## src/rtl/hfd_pkg.sv

```systemverilog
`timescale 1ns / 1ps
`default_nettype none
package hfd_pkg;

  // Request kinds as they arrive on req_type
  typedef enum logic [1:0] {
    REQ_CLEAR  = 2'd0,
    REQ_LOAD   = 2'd1,
    REQ_BIT    = 2'd2,
    REQ_REPEAT = 2'd3
  } hfd_req_e;

  // Result status codes
  localparam logic [2:0] ST_SYMBOL   = 3'd0;
  localparam logic [2:0] ST_LOAD_OK  = 3'd1;
  localparam logic [2:0] ST_LOAD_ERR = 3'd2;
  localparam logic [2:0] ST_BAD_PATH = 3'd3;
  localparam logic [2:0] ST_DONE     = 3'd4;

  // Loaded symbol count saturates here
  localparam logic [8:0] LOADED_SAT = 9'd511;

  // One classified beat as it sits in the queue
  typedef struct packed {
    hfd_req_e    kind;
    logic        bad_len;
    logic [7:0]  sym;
    logic [5:0]  len;
    logic [31:0] bits;
    logic        bit_val;
  } hfd_item_t;

endpackage
`default_nettype wire

```

## src/rtl/hfd_front.sv

```systemverilog
`timescale 1ns / 1ps
`default_nettype none
module hfd_front #(
  parameter int MAX_CODE_LEN = 32
) (
  input  wire logic              clk_i,
  input  wire logic              rst_ni,
  input  wire logic              in_valid_i,
  output logic                   in_stall_o,
  input  wire logic [1:0]        req_type_i,
  input  wire logic [7:0]        symbol_i,
  input  wire logic [5:0]        code_length_i,
  input  wire logic [31:0]       code_bits_i,
  input  wire logic              stream_bit_i,
  output logic                   head_valid_o,
  output hfd_pkg::hfd_item_t     head_o,
  input  wire logic              pop_i
);
  import hfd_pkg::*;

  hfd_item_t  slot_q [2];
  hfd_item_t  item;
  logic       wr_ptr_q, rd_ptr_q;
  logic [1:0] cnt_q;
  logic       push;

  // Classify the incoming beat
  always_comb begin
    item.kind    = hfd_req_e'(req_type_i);
    item.bad_len = (code_length_i == 6'd0) ||
                   ({1'b0, code_length_i} > 7'(MAX_CODE_LEN));
    item.sym     = symbol_i;
    item.len     = code_length_i;
    item.bits    = code_bits_i;
    item.bit_val = stream_bit_i;
  end

  assign in_stall_o   = (cnt_q == 2'd2);
  assign push         = in_valid_i && !in_stall_o;
  assign head_valid_o = (cnt_q != 2'd0);
  assign head_o       = slot_q[rd_ptr_q];

  // Advance queue pointers
  always_ff @(posedge clk_i or negedge rst_ni) begin
    if (!rst_ni) begin
      wr_ptr_q <= 1'b0;
      rd_ptr_q <= 1'b0;
      cnt_q    <= 2'd0;
    end else begin
      if (push) wr_ptr_q <= !wr_ptr_q;
      if (pop_i) rd_ptr_q <= !rd_ptr_q;
      if (push && !pop_i) cnt_q <= cnt_q + 2'd1;
      else if (!push && pop_i) cnt_q <= cnt_q - 2'd1;
    end
  end

  // Hold queued beats
  always_ff @(posedge clk_i) begin
    if (push) slot_q[wr_ptr_q] <= item;
  end

endmodule
`default_nettype wire

```

## config.mk

```make
export PLATFORM = sky130hd
export DESIGN_NAME = hfd_front
export DESIGN_NICKNAME = d
export VERILOG_FILES = /design/src/rtl/hfd_pkg.sv /design/src/rtl/hfd_front.sv
export SDC_FILE = /design/constraint.sdc
export NUM_CORES = 1
export LEC_CHECK = 0
export BUFFER_PORTS_ARGS = -buffer_cell sky130_fd_sc_hd__buf_4
export CAP_MARGIN = 0
export CORE_UTILIZATION = 45
export CTS_CLUSTER_DIAMETER = 30
export DETAILED_ROUTE_END_ITERATION = 8
export PLACE_DENSITY = 0.76
export SETUP_SLACK_MARGIN = 0.3
export SLEW_MARGIN = 10
export SYNTH_ARGS = -nofsm -noshare
export SYNTH_HDL_FRONTEND = slang
export SYNTH_SLANG_ARGS = --single-unit
```

## constraint.sdc

```tcl
create_clock -name clk_i -period 3.93 [get_ports clk_i]
set_clock_uncertainty 0.2 [all_clocks]
set_input_delay 0.786 -clock clk_i [delete_from_list [all_inputs] [get_ports clk_i]]
set_output_delay 0.786 -clock clk_i [all_outputs]
set_load 0.01 [all_outputs]
```

==> metrics.txt <==
status finished clean; CTS tree yes; crit path DAT 2.05 ns; Lkg Pwr 1.857 nW; RSZ-0062 raised after global routing false; crit path time final 3.036 ns; drt first-iter violations 59; dpl cells 386; global-route usage over all layers 0.1535; drt total wl 6430 um; RePlAce Congestion 0.7272; Vias/cell 4.834; postcts setup bufs 0; I/O pin count 105; layout cells sized above 1 0.5973; top_reg_cell synth edfxtp_1; CP Capture Type output pin; HP Class reg -> reg; Rel. slew slack 0.5460; Req. time, crit path 2.94 ns; vias post-DR 1,948; TritonCTS Sinks 104; routed len/inst 15.96 um; Max Root-Sink Buffers 2; Area after DPL 0.004743 mm^2; ant diodes 0; PD cells 677.2 mW/mm^2; Die X 94.05 um; clk_lat worst skew 0.35 ns; count of hold buffers inserted by post-cts repair 1; Max Freq 329.4 MHz; Fin. Hold Viols 0; Final TNS setup 0 ns; Worst path slowest cell dfrtp_2; synth warn 0; Design Power 3.330 mW; clock slew at reported path FFs 0.09 ns; Syn Nets 232; Core Region 0.008217 mm^2; largest net degree at the start of global routing 51; number of synthesized register bits 104; Slew @ Worst Pin 0.6810 ns; Final period util 0.7724; fin util 0.5984; Mapped Area 0.003812 mm^2; vias in the first global route 1,973; 1st-pass router iterations 4; Top Family by Delay on Critical Path flip-flops; peak supply drop 598.4 uV; Post-synth EDFFs 100; Netlist cell types 15; die footprint 0.008844 mm^2; Crit Path Class reg -> out; Max Fanout on Critical Path 29; Synth async-reset ratio 0.03846; synth-to-layout area growth 28.98%; share of the synthesized area in the top cell type 0.7877; Clock Tree Root clkbuf_8; initial antenna violation count 0; CP Cell Sequence buf_4, mux2_2, buf_4; Max Cap Violations 0; first-pass GRT wire length 9936 um; # nets final 347; cell mode on critical path buf_4; largest area contributor in the netlist edfxtp_1; Buffers & Inverters on Critical Path 2; Setup Viol. Count Final 0; number of buffers created by CTS 9; Initial Util 0.4640; startpoint types flip-flop; Die Y 94.05 um; sequential fraction of the synthesis area 0.8139; drt drc 0; finished layout cell area 0.004917 mm^2; Resized cells post-CTS 0; fin cells 403; Commonest cells post-synth edfxtp_1 (100), mux2_2 (50), buf_2 (5); Gate Count Post-Synth 178; most numerous cell in the Yosys netlist edfxtp_1; Cell Rows 33; Overflow after GRT 0; htree depth 3; Slowest Stage Delay on Critical Path 0.81 ns; Avg Inst Size Synth 21.42 um^2; DP HPWL 4195 um; Area contributors post-synth edfxtp_1 (79%), mux2_2 (15%), dfrtp_1 (2.6%); Final Slew Violations 0; Port Buffers 104; antenna viol nets, final 0
## flip-flops by register name (all words and copies together), names as in the netlist
signal,cells
slot_q,100
cnt_q,2
rd_ptr_q,1
wr_ptr_q,1
## layer usage
layer	track usage	share of wire
met2	0.2427	0.50
met3	0.03479	0.054
met4	0.07308	0.014
met5	0	0
met1	0.2012	0.43
## power breakdown
part	internal [mW]	total, mW	switching (mW)	leakage [nW]
clock network	0.227	0.566	0.338	0.0858
registers	1.52	1.64	0.125	0.974
logic	0.614	1.12	0.509	0.798
total	2.36	3.33	0.972	1.86
## per-stage QoR
step,hold WS (ns),worst slack [ns]
finish,0.3076,0.8945
global route,0.3460,0.7888
CTS,0.3075,0.8489
detailed placement,0.2879,1.252
global placement,0.2885,1.272
floorplan,0.2559,1.132
## area by class of cell
cell class                      count  area, um^2
Clock buffer                       10       127.6
Clock inverter                      6       36.28
Fill cell                         634        3299
Inverter                            3       11.26
Multi-Input combinational cell     65       678.2
Sequential cell                   104        3104
Tap cell                          105       131.4
Timing Repair Buffer              110       828.3
## placed cells by master, fill, tap and decap left out
| cell | Yosys | final |
|---|---|---|
| buf_4 | 0 | 109 |
| edfxtp_1 | 100 | 100 |
| mux2_2 | 50 | 50 |
| clkbuf_8 | 0 | 9 |
| xor2_1 | 4 | 4 |
| clkinv_2 | 0 | 4 |
| inv_1 | 3 | 3 |
| dfrtp_1 | 4 | 3 |
| nor2_1 | 3 | 2 |
| xnor2_1 | 2 | 2 |
| nand2b_1 | 1 | 1 |
| nand2_1 | 1 | 1 |
| or4_1 | 1 | 1 |
| or2_2 | 1 | 1 |
| and3_2 | 0 | 1 |
| nor2_4 | 0 | 1 |
| ha_1 | 1 | 1 |
| clkinv_4 | 0 | 1 |
| clkinvlp_4 | 0 | 1 |
| clkbuf_1 | 1 | 1 |
| dlygate4sd3_1 | 0 | 1 |
| dfrtp_2 | 0 | 1 |
## final timing paths
kind                                end  slack [ns]  cells after the start     start
max reg2reg                slot_q[1][1]        1.87                      3  cnt_q[0]
min                            cnt_q[1]        0.31                      1  cnt_q[1]
min in group asynchronous      wr_ptr_q        0.56                      2    rst_ni
max                          head_o[34]        0.89                      3  rd_ptr_q
min reg2reg                    cnt_q[1]        0.31                      1  cnt_q[1]
max in group asynchronous      rd_ptr_q        2.86                      2    rst_ni
## kinds of logic (layout without fill, tap and decap cells)
| group | Yosys count | after routing | synth area share |
|---|---|---|---|
| xor+xnor | 6 | 6 | 0.01378 |
| simple gates | 8 | 8 | 0.01083 |
| mux | 50 | 50 | 0.1477 |
| buf+inv | 9 | 129 | 0.01050 |
| fa+ha+maj | 1 | 1 | 0.003281 |
| flops | 104 | 104 | 0.8139 |
Power figures use the tool's default switching activity.
